==> src/hdl/isq_pkg.sv <==
// ----------------------------------------------------------------------------
// isq_pkg
// Shared constants, request and status codes, and the command and status
// bundles that pass between the sequence store controller and datapath.
// ----------------------------------------------------------------------------
package isq_pkg;

	// Storage geometry
	localparam int CAPACITY   = 16;
	localparam int DATA_WIDTH = 32;
	localparam int IDX_W      = $clog2(CAPACITY);
	localparam int CNT_W      = $clog2(CAPACITY + 1);

	// Channel field widths
	localparam int REQ_W    = 3;
	localparam int POS_W    = 5;
	localparam int WORD_W   = 32;
	localparam int STATUS_W = 2;
	localparam int COUNT_W  = 5;

	// Request codes
	localparam logic [REQ_W-1:0] REQ_PUSH_BACK  = 3'd0;
	localparam logic [REQ_W-1:0] REQ_PUSH_FRONT = 3'd1;
	localparam logic [REQ_W-1:0] REQ_POP_FRONT  = 3'd2;
	localparam logic [REQ_W-1:0] REQ_POP_BACK   = 3'd3;
	localparam logic [REQ_W-1:0] REQ_INSERT     = 3'd4;
	localparam logic [REQ_W-1:0] REQ_REMOVE     = 3'd5;
	localparam logic [REQ_W-1:0] REQ_GET        = 3'd6;
	localparam logic [REQ_W-1:0] REQ_CLEAR      = 3'd7;

	// Status codes
	localparam logic [STATUS_W-1:0] STS_OK    = 2'd0;
	localparam logic [STATUS_W-1:0] STS_EMPTY = 2'd1;
	localparam logic [STATUS_W-1:0] STS_RANGE = 2'd2;
	localparam logic [STATUS_W-1:0] STS_FULL  = 2'd3;

	// Datapath store operations
	localparam logic [1:0] OP_NONE  = 2'd0;
	localparam logic [1:0] OP_OPEN  = 2'd1;
	localparam logic [1:0] OP_CLOSE = 2'd2;
	localparam logic [1:0] OP_CLEAR = 2'd3;

	// Controller to datapath command
	typedef struct packed {
		logic                  load;
		logic [1:0]            op;
		logic [IDX_W-1:0]      at;
		logic                  rd_en;
		logic [DATA_WIDTH-1:0] word;
	} isq_cmd_t;

	// Datapath to controller status
	typedef struct packed {
		logic [CNT_W-1:0] count;
	} isq_sts_t;

endpackage

==> src/hdl/isq_req_if.sv <==
// ----------------------------------------------------------------------------
// isq_req_if
// Request channel: valid/ready handshake with request type, position and word.
// ----------------------------------------------------------------------------
interface isq_req_if;
	logic                          valid;
	logic                          ready;
	logic [isq_pkg::REQ_W-1:0]     req_type;
	logic [isq_pkg::POS_W-1:0]     position;
	logic [isq_pkg::WORD_W-1:0]    data_in;

	modport source (output valid, output req_type, output position, output data_in,
		input ready);
	modport sink (input valid, input req_type, input position, input data_in,
		output ready);
endinterface

==> src/hdl/isq_rsp_if.sv <==
// ----------------------------------------------------------------------------
// isq_rsp_if
// Response channel: valid/ready handshake with read data, status and count.
// ----------------------------------------------------------------------------
interface isq_rsp_if;
	logic                          valid;
	logic                          ready;
	logic [isq_pkg::WORD_W-1:0]    read_data;
	logic [isq_pkg::STATUS_W-1:0]  status;
	logic [isq_pkg::COUNT_W-1:0]   element_count;

	modport source (output valid, output read_data, output status, output element_count,
		input ready);
	modport sink (input valid, input read_data, input status, input element_count,
		output ready);
endinterface

==> src/hdl/isq_ctrl.sv <==
// ----------------------------------------------------------------------------
// isq_ctrl
// Request controller: checks each request against the current count, issues
// one store command per transfer and holds the response until it is taken.
// ----------------------------------------------------------------------------
module isq_ctrl (
	input  logic                            clk,
	input  logic                            arst_n,
	input  logic                            in_valid,
	output logic                            in_ready,
	input  logic [isq_pkg::REQ_W-1:0]       req_type,
	input  logic [isq_pkg::POS_W-1:0]       position,
	input  logic [isq_pkg::WORD_W-1:0]      data_in,
	output logic                            out_valid,
	input  logic                            out_ready,
	output logic [isq_pkg::STATUS_W-1:0]    status,
	output isq_pkg::isq_cmd_t               cmd,
	input  isq_pkg::isq_sts_t               sts
);

	localparam logic S_IDLE = 1'b0;
	localparam logic S_RESP = 1'b1;

	logic                           state_q;
	logic [isq_pkg::STATUS_W-1:0]   status_q;
	logic                           accept;
	logic [isq_pkg::STATUS_W-1:0]   status_d;
	logic [1:0]                     op_d;
	logic [isq_pkg::IDX_W-1:0]      at_d;
	logic                           rd_d;
	logic [isq_pkg::POS_W-1:0]      cnt_ext;
	logic                           full;

	// Accept a new request whenever the response slot is free or draining
	assign in_ready  = (state_q == S_IDLE) || out_ready;
	assign accept    = in_valid && in_ready;
	assign out_valid = (state_q == S_RESP);
	assign status    = status_q;

	assign cnt_ext = isq_pkg::POS_W'(sts.count);
	assign full    = (sts.count >= isq_pkg::CNT_W'(isq_pkg::CAPACITY));

	// Decode request and check it against the current count
	always_comb begin
		status_d = isq_pkg::STS_OK;
		op_d     = isq_pkg::OP_NONE;
		at_d     = '0;
		rd_d     = 1'b0;
		unique case (req_type)
			isq_pkg::REQ_PUSH_BACK: begin
				if (full) begin
					status_d = isq_pkg::STS_FULL;
				end else begin
					op_d = isq_pkg::OP_OPEN;
					at_d = sts.count[isq_pkg::IDX_W-1:0];
				end
			end
			isq_pkg::REQ_PUSH_FRONT: begin
				if (full) begin
					status_d = isq_pkg::STS_FULL;
				end else begin
					op_d = isq_pkg::OP_OPEN;
				end
			end
			isq_pkg::REQ_POP_FRONT: begin
				if (sts.count == '0) begin
					status_d = isq_pkg::STS_EMPTY;
				end else begin
					op_d = isq_pkg::OP_CLOSE;
				end
			end
			isq_pkg::REQ_POP_BACK: begin
				if (sts.count == '0) begin
					status_d = isq_pkg::STS_EMPTY;
				end else begin
					op_d = isq_pkg::OP_CLOSE;
					at_d = isq_pkg::IDX_W'(sts.count - isq_pkg::CNT_W'(1));
				end
			end
			isq_pkg::REQ_INSERT: begin
				if (position > cnt_ext) begin
					status_d = isq_pkg::STS_RANGE;
				end else if (full) begin
					status_d = isq_pkg::STS_FULL;
				end else begin
					op_d = isq_pkg::OP_OPEN;
					at_d = position[isq_pkg::IDX_W-1:0];
				end
			end
			isq_pkg::REQ_REMOVE: begin
				if (position >= cnt_ext) begin
					status_d = isq_pkg::STS_RANGE;
				end else begin
					op_d = isq_pkg::OP_CLOSE;
					at_d = position[isq_pkg::IDX_W-1:0];
				end
			end
			isq_pkg::REQ_GET: begin
				if (position >= cnt_ext) begin
					status_d = isq_pkg::STS_RANGE;
				end else begin
					rd_d = 1'b1;
					at_d = position[isq_pkg::IDX_W-1:0];
				end
			end
			isq_pkg::REQ_CLEAR: begin
				op_d = isq_pkg::OP_CLEAR;
			end
			default: begin
				op_d = isq_pkg::OP_NONE;
			end
		endcase
	end

	// Drive the datapath command
	always_comb begin
		cmd.load  = accept;
		cmd.op    = op_d;
		cmd.at    = at_d;
		cmd.rd_en = rd_d;
		cmd.word  = data_in[isq_pkg::DATA_WIDTH-1:0];
	end

	// Advance the response state
	always_ff @(posedge clk or negedge arst_n) begin
		if (!arst_n) begin
			state_q <= S_IDLE;
		end else if (accept) begin
			state_q <= S_RESP;
		end else if (out_ready) begin
			state_q <= S_IDLE;
		end
	end

	// Hold the status of the last transfer
	always_ff @(posedge clk) begin
		if (accept) begin
			status_q <= status_d;
		end
	end

endmodule

==> src/hdl/isq_datapath.sv <==
// ----------------------------------------------------------------------------
// isq_datapath
// Register-cell element store with parallel shift for gap open and close,
// the element counter and the registered read data.
// ----------------------------------------------------------------------------
module isq_datapath (
	input  logic                          clk,
	input  logic                          arst_n,
	input  isq_pkg::isq_cmd_t             cmd,
	output isq_pkg::isq_sts_t             sts,
	output logic [isq_pkg::WORD_W-1:0]    read_data
);

	logic [isq_pkg::DATA_WIDTH-1:0] store_q [isq_pkg::CAPACITY];
	logic [isq_pkg::CNT_W-1:0]      count_q;
	logic [isq_pkg::DATA_WIDTH-1:0] rd_q;

	assign sts.count = count_q;
	assign read_data = isq_pkg::WORD_W'(rd_q);

	// Shift cells at and above the gap position
	always_ff @(posedge clk) begin
		if (cmd.load) begin
			for (int i = 0; i < isq_pkg::CAPACITY; i++) begin
				if (cmd.op == isq_pkg::OP_OPEN) begin
					if (i == int'(cmd.at)) begin
						store_q[i] <= cmd.word;
					end else if (i > int'(cmd.at)) begin
						store_q[i] <= store_q[i-1];
					end
				end else if (cmd.op == isq_pkg::OP_CLOSE) begin
					if (i >= int'(cmd.at) && i < isq_pkg::CAPACITY - 1) begin
						store_q[i] <= store_q[i+1];
					end
				end
			end
		end
	end

	// Update the element count
	always_ff @(posedge clk or negedge arst_n) begin
		if (!arst_n) begin
			count_q <= '0;
		end else if (cmd.load) begin
			unique case (cmd.op)
				isq_pkg::OP_OPEN:  count_q <= count_q + isq_pkg::CNT_W'(1);
				isq_pkg::OP_CLOSE: count_q <= count_q - isq_pkg::CNT_W'(1);
				isq_pkg::OP_CLEAR: count_q <= '0;
				default:           count_q <= count_q;
			endcase
		end
	end

	// Capture the read word, zero when no get
	always_ff @(posedge clk) begin
		if (cmd.load) begin
			rd_q <= cmd.rd_en ? store_q[cmd.at] : '0;
		end
	end

endmodule

==> src/hdl/indexed_sequence_store_core.sv <==
// Response: a response is valid in the cycle after its request transfer.
// Throughput: one request per cycle while responses are taken; all cells shift in parallel in the
// register-cell store, and a new request is taken while the response drains.
// Reset: arst_n clears the element count and the response state; the cell
// contents are left as they are and only read below the count.
// ----------------------------------------------------------------------------
// indexed_sequence_store_core
// Ordered store of up to CAPACITY words with push, pop, insert, remove, get
// and clear, built as a request controller and a register-cell datapath.
// ----------------------------------------------------------------------------
module indexed_sequence_store_core (
	input  logic       clk,
	input  logic       arst_n,
	isq_req_if.sink    req,
	isq_rsp_if.source  rsp
);

	localparam logic [isq_pkg::COUNT_W-1:0] CAP_CNT = isq_pkg::COUNT_W'(isq_pkg::CAPACITY);

	isq_pkg::isq_cmd_t cmd;
	isq_pkg::isq_sts_t sts;

	isq_ctrl u_ctrl (
		.clk       (clk),
		.arst_n    (arst_n),
		.in_valid  (req.valid),
		.in_ready  (req.ready),
		.req_type  (req.req_type),
		.position  (req.position),
		.data_in   (req.data_in),
		.out_valid (rsp.valid),
		.out_ready (rsp.ready),
		.status    (rsp.status),
		.cmd       (cmd),
		.sts       (sts)
	);

	isq_datapath u_datapath (
		.clk       (clk),
		.arst_n    (arst_n),
		.cmd       (cmd),
		.sts       (sts),
		.read_data (rsp.read_data)
	);

	assign rsp.element_count = isq_pkg::COUNT_W'(sts.count);

	// Count never passes the capacity
	a_count_bound: assert property (@(posedge clk) disable iff (!arst_n)
		rsp.element_count <= CAP_CNT)
		else $error("element count above capacity");

	// Clear transfer empties the store
	a_clear: assert property (@(posedge clk) disable iff (!arst_n)
		(req.valid && req.ready && req.req_type == isq_pkg::REQ_CLEAR)
		|=> (rsp.valid && rsp.element_count == '0 && rsp.status == isq_pkg::STS_OK))
		else $error("clear did not empty the store");

	// Push on a full store reports full and keeps the count
	a_push_full: assert property (@(posedge clk) disable iff (!arst_n)
		(req.valid && req.ready && rsp.element_count == CAP_CNT
		&& (req.req_type == isq_pkg::REQ_PUSH_BACK || req.req_type == isq_pkg::REQ_PUSH_FRONT))
		|=> (rsp.status == isq_pkg::STS_FULL && rsp.element_count == CAP_CNT))
		else $error("push on full store not flagged");

	// Failed requests return no read data
	a_err_zero: assert property (@(posedge clk) disable iff (!arst_n)
		(rsp.valid && rsp.status != isq_pkg::STS_OK) |-> (rsp.read_data == '0))
		else $error("read data on failed request");

endmodule

==> src/flat_wrapper.sv <==
// flat-port wrapper written by rule: the top's interface ports become plain ports
module indexed_sequence_store_core_flat 
  (clk, arst_n, req_valid, req_req_type, req_position, req_data_in, req_ready, rsp_valid, rsp_read_data, rsp_status, rsp_element_count, rsp_ready);
  isq_req_if req_i ();
  isq_rsp_if rsp_i ();
  input  logic clk;
  input  logic arst_n;
  input wire logic [$bits(req_i.valid)-1:0] req_valid;
  input wire logic [$bits(req_i.req_type)-1:0] req_req_type;
  input wire logic [$bits(req_i.position)-1:0] req_position;
  input wire logic [$bits(req_i.data_in)-1:0] req_data_in;
  output wire logic [$bits(req_i.ready)-1:0] req_ready;
  output wire logic [$bits(rsp_i.valid)-1:0] rsp_valid;
  output wire logic [$bits(rsp_i.read_data)-1:0] rsp_read_data;
  output wire logic [$bits(rsp_i.status)-1:0] rsp_status;
  output wire logic [$bits(rsp_i.element_count)-1:0] rsp_element_count;
  input wire logic [$bits(rsp_i.ready)-1:0] rsp_ready;
  assign req_i.valid = req_valid;
  assign req_i.req_type = req_req_type;
  assign req_i.position = req_position;
  assign req_i.data_in = req_data_in;
  assign req_ready = req_i.ready;
  assign rsp_valid = rsp_i.valid;
  assign rsp_read_data = rsp_i.read_data;
  assign rsp_status = rsp_i.status;
  assign rsp_element_count = rsp_i.element_count;
  assign rsp_i.ready = rsp_ready;
  indexed_sequence_store_core u_core (.clk(clk), .arst_n(arst_n), .req(req_i), .rsp(rsp_i));
endmodule
==> config.mk <==
export PLATFORM = sky130hd
export DESIGN_NAME = indexed_sequence_store_core_flat
export DESIGN_NICKNAME = d
export VERILOG_FILES = /design/src/hdl/isq_pkg.sv /design/src/hdl/isq_req_if.sv /design/src/hdl/isq_rsp_if.sv /design/src/hdl/isq_ctrl.sv /design/src/hdl/isq_datapath.sv /design/src/hdl/indexed_sequence_store_core.sv /design/src/flat_wrapper.sv
export SDC_FILE = /design/constraint.sdc
export NUM_CORES = 2
export LEC_CHECK = 0
export BUFFER_PORTS_ARGS = -buffer_cell sky130_fd_sc_hd__buf_2
export CORE_ASPECT_RATIO = 1.2
export CORE_MARGIN = 2
export CORE_UTILIZATION = 55
export DETAILED_ROUTE_END_ITERATION = 8
export PLACE_DENSITY_LB_ADDON = 0.25
export SLEW_MARGIN = 20
export SYNTH_ARGS = -nofsm -noshare
export SYNTH_HDL_FRONTEND = slang
export SYNTH_HIERARCHICAL = 1
export SYNTH_SLANG_ARGS = --single-unit
==> constraint.sdc <==
create_clock -name clk -period 5 [get_ports clk]
set_input_delay 0.25 -clock clk [delete_from_list [all_inputs] [get_ports clk]]
set_output_delay 0.25 -clock clk [all_outputs]
set_load 0.03 [all_outputs]
# == Word level (Yosys, flattened, before mapping) ==
# Memory sizes are Yosys's and may differ from the RTL's. A register that Yosys moved wholly into a read port is not among the register bits.
# Index checks and enable logic that the tools add are counted.
# totals
inputBits,44
word_cells,372
ff_bits,8
n_memories,1
ramBits,512
# op_classes
bitwise_logic,31
addsub,2
muxes,265
n_reduce_logical,12
n_eq_ne,25
n_lt_le_gt_ge,33
# mem_list
name,depth,word_bits,rd,rd_clocked_by_memory_dff,wr,line,rtl
u_core.u_datapath.store_q,16,32,17,1,16,isq_datapath.sv:14,logic [isq_pkg::DATA_WIDTH-1:0] store_q [isq_pkg::CAPACITY];
# ops
operator,count
2-to-1 mux 32 bit,30
2-to-1 mux 1 bit,220
== test 4 bit (first input constant),8
> comparator 4 bit (first input constant),8
bitwise OR 1 bit,30
greater-or-equal comparator 4 bit (first input constant),7
2-to-1 mux 4 bit,5
== test 3 x 4 -> 1 bit (first input constant),4
greater-or-equal comparator 3 x 4 -> 1 bit (first input constant),4
> comparator 3 x 4 -> 1 bit (first input constant),4
one-hot mux 4 bit (4 select lines),1
one-hot mux 5 bit (3 select lines),1
== test 3 bit (second input constant),4
2-to-1 mux 2 bit,6
one-hot mux 2 bit (5 select lines),1
== test 2 x 4 -> 1 bit (first input constant),2
greater-or-equal comparator 1 x 4 -> 1 bit (first input constant),2
greater-or-equal comparator 2 x 4 -> 1 bit (first input constant),2
> comparator 2 x 4 -> 1 bit (first input constant),2
one-hot mux 2 bit (4 select lines),1
== test 3 x 2 -> 1 bit (second input constant),2
OR reduction 2 bit,3
adder 5 x 1 -> 5 bit (second input constant),1
greater-or-equal comparator 5 bit,1
other kinds (18),19

# == Logic depth before layout (Yosys ltp) ==
# depth
depth_word,12
ltp_mapped,16
depth_no_buf,14

# == Cells and area by module ==
# The synthesis kept the hierarchy.
# by_module_without_submodules
module,n_inst,cells_per_inst,area_per_inst_um2
isq_datapath,1,2669,31403.9
isq_ctrl,1,103,780.7

# == Worst setup path before layout ==
# No wires, ideal clock.
# synth_timing
path_type,register to register
from,register u_core.u_datapath.count_q (netlist bit u_core/u_datapath/sts[4])
to,memory u_core/u_datapath/store_q[6][0] in the netlist's numbering (enable)
arrival_ns,4.410
required_ns,4.559
setup_ns,0.441
period_less_slack_ns,4.851
path_slack_ns,0.149
stages_incl_launch_ff,13
n_path_buf,4
cell_sequence,dfrtp_1 inv_2 ha_1 and3_2 nand3_1 o2111ai_1 a21oi_2 a221o_1 buf_6 buf_4 buf_4 buf_2 a31oi_1
# synth_rtl
element,line,rtl
from (decl),isq_datapath.sv:15,logic [isq_pkg::CNT_W-1:0] count_q;
from (signal assigned),isq_datapath.sv:46,isq_pkg::OP_OPEN: count_q <= count_q + isq_pkg::CNT_W'(1);
from (signal assigned),isq_datapath.sv:47,isq_pkg::OP_CLOSE: count_q <= count_q - isq_pkg::CNT_W'(1);
from (signal assigned),isq_datapath.sv:49,default: count_q <= count_q;
to (decl),isq_datapath.sv:14,

==> results.cfg <==
[outcome]
outcome = finished clean

[finish]
layout-drive-gt1-share = 0.159
final_cells = 3529
area_growth_pct = 8.65
final_nets = 2792
fillerInstances = 4582

[power]
ir_worst_vdd_mv = 0.336
p_int_mw = 9.97
power_frac_seq = 0.426
combinationalPowerShare = 0.295
p_total_mw = 15.1
clockPowerShare = 0.279
p_sw_frac = 0.338
leakagePower_nw = 13.4
p_per_area_nw_per_um2 = 431
p_sw_mw = 5.09

[timing]
max_slew_margin = 0.290
fmax_mhz = 229
tns_ps = 0
hold_violations = 0
clock-skew-final_ps = 22.3
rsz0062_at_grt = no
period_share = 0.873
setup_violations = 0
worst_slew_pin_slew_ps = 1070
slew_viol_final = 0
fin_crit_ps = 4370

[setup_path]
path_class = flop to flop
path_max_fanout = 17
cp_data_arrival_time_ps = 4680
required_ps = 5310
critPathLaunchType = flop
end_kind = flop

[die]
die_w_um = 225
io_pins = 85
core_region_area_sq_um = 58100
initial_core_util = 0.554
die_area_sq_um = 60500
num_rows = 97
die_y_um = 269

[grt]
grt_max_degree = 71
grt_first_pass_wirelength_mm = 146
track_usage = 0.321
antenna_found_initial = 4
grt_pass1_vias = 23200
grt_remaining_overflow = 0

[logic_synthesis]
yosys-top-cells-area = edfxtp_1, mux2i_1, nand2_1, o21ai_0, mux4_2
async_flop_share = 0.0109
synthCells = 2772
yosys.area_share.adder = 0.00451
synthXorXnorAreaFrac = 0.000272
synth_compound_area_frac = 0.112
ys_ff_latch = 552
synth_top_area_frac = 0.509
ys_warn_count = 6
synth_nets = 2827
seq_area_frac_synth = 0.514
yosysTopAreaCell = edfxtp_1
avgSynthCellArea_sq_um = 11.6
synth_cell_types = 63
yosys-top-cells-count = edfxtp_1, mux2i_1, nand2_1, o21ai_0, a22oi_1
synthSimpleGateAreaFrac = 0.0797
synth_most_common_cell = edfxtp_1
yosys_most_used_dff = edfxtp_1
synthMuxAreaShare = 0.236
synth_top_family_by_area = multiplexers
synth_area_sq_um = 32200
synth_edf_count = 546

[clocking]
cts_buffers = 58
post-cts-setup-buffers = 0
cts_sinks = 552
cts_resized = 0
cts_tree = done
clkTransAtPathRegs_ps = 60
cts_buffer_depth = 3
clk_latency_ps = 630
htree_levels = 2
root_buffer = clkbuf_16

[routing]
via_per_inst = 6.71
drt_wl_total_mm = 98.4
drc = 0
wl_per_cell_um = 27.9
num_vias = 23700
ant_nets = 0
dr.pass1.iters = 6
drt_iter0_markers = 2864

[placed_design]
dp.cells = 3414
port_buffers = 84
post-dp-hpwl_mm = 61.3
routabilityCongestion = 0.857

[min_path]
hold_path_class = input pin to flop

[flow_run]
maxCapViolCount = 0
-- final cells by class --
cell class              count  area [sq um]  share of cell area
diodes                      4          10.0            0.000286
clock buffers              74          1530              0.0438
clock inverters            32           249             0.00712
inverters                  14          52.6             0.00150
multi-input cells        1922         14200               0.405
flip-flops and latches    552         16500               0.473
well taps                 742           928              0.0265
repair buffers            189          1500              0.0428
-- registers in the layout (all words and copies together) (netlist names) --
name	flops
u_core/u_ctrl/out_valid	1
u_core/u_datapath/sts	5
u_core/u_datapath/store_q	512
u_core/u_ctrl/status	2
u_core/u_datapath/read_data	32
-- power by group through the flow --
stage	sequential [mW]	clock, mW	combinational (mW)
final	6.42	4.20	4.44
after global routing	6.47	4.41	4.68
after CTS	6.40	4.24	4.37
after detailed placement	6.49	0	4.36
after global placement	6.46	0	4.25
after floorplan	6.43	0	2.99
-- worst max-delay path, cell delays in order (launching register included) --
cell and delay [ps]:
dfrtp_1 510, inv_2 80, ha_1 300, and3_2 190, nand3_1 180, o2111ai_1 290, a21oi_2 90, a221o_1 580
buf_4 320, nor2_4 600, buf_4 450, a22oi_1 150, nand2_1 150, o21ai_0 150
-- final timing paths --
| path | from | to | slack (ps) | depth (start not counted) |
|---|---|---|---|---|
| worst max-delay path | u_core/u_datapath/sts[4]$_DFFE_PN0P_ | u_core/u_datapath/read_data[26]$_SDFFCE_PN0P_ | 630 | 13 |
| worst min-delay path | req_data_in[17] | u_core/u_datapath/store_q[8][17]$_DFFE_PP_ | 130 | 3 |
| worst max register to register | u_core/u_datapath/sts[4]$_DFFE_PN0P_ | u_core/u_datapath/read_data[26]$_SDFFCE_PN0P_ | 630 | 13 |
| worst min register to register | u_core/u_datapath/store_q[15][28]$_DFFE_PP_ | u_core/u_datapath/store_q[14][28]$_DFFE_PP_ | 560 | 2 |
| max in group asynchronous | arst_n | u_core/u_datapath/sts[0]$_DFFE_PN0P_ | 3630 | 4 |
| min in group asynchronous | arst_n | u_core/u_datapath/sts[3]$_DFFE_PN0P_ | 530 | 3 |
-- cells in the final DEF (no fill, tap or decap), types with 6 or more instances in the layout --
master	count
nand2_1	422
a22oi_1	128
a21oi_4	7
clkinv_2	9
clkbuf_1	15
mux2_2	59
inv_1	12
and3_1	7
nand2_2	8
nor2_4	12
clkinv_1	17
o21ai_1	61
buf_4	78
a221o_1	7
nor2_1	111
edfxtp_1	546
a21oi_1	102
o21ai_0	294
dfrtp_1	6
mux2i_1	543
clkbuf_16	59
buf_2	84
buf_12	22
mux4_2	64
ha_1	10
nor3b_1	7
-- per-layer routing --
layer | vias to the layer above | wire length (um) | GRT usage
met5 | - | 0 | 0
met4 | 0 | 4630 | 0.150
met3 | 294 | 9790 | 0.0625
met2 | 1396 | 46000 | 0.516
met1 | 11700 | 38000 | 0.423
li1 | 10300 | - | -
-- stage by stage --
| stage | setup WS, ps | cell area, sq um | hold WS [ps] | utilization |
|---|---|---|---|---|
| final | 633 | 35000 | 130 | 0.602 |
| after global routing | 407 | 35000 | 124 | 0.602 |
| after CTS | 718 | 35000 | 94.6 | 0.601 |
| after detailed placement | 726 | 33100 | 107 | 0.570 |
| after global placement | 811 | 33100 | 103 | 0.570 |
| after floorplan | 149 | 32200 | -45.6 | - |
-- repair_timing --
item,CTS,global route
endpoints found under the setup margin,0,0
hold buffers,5,0
endpoints found under the hold margin,7,0
-- cell families (layout without fill, tap and decap cells) --
group           count (synthesis)  count (layout)
other cells                     0               4
buf+inv                       298             309
compound gates                625             625
fa+ha+maj                      11              11
simple gates                  614             614
mux                           671             671
xor+xnor                        1               1
flops                         552             552
(Power assumes the default switching activity.)
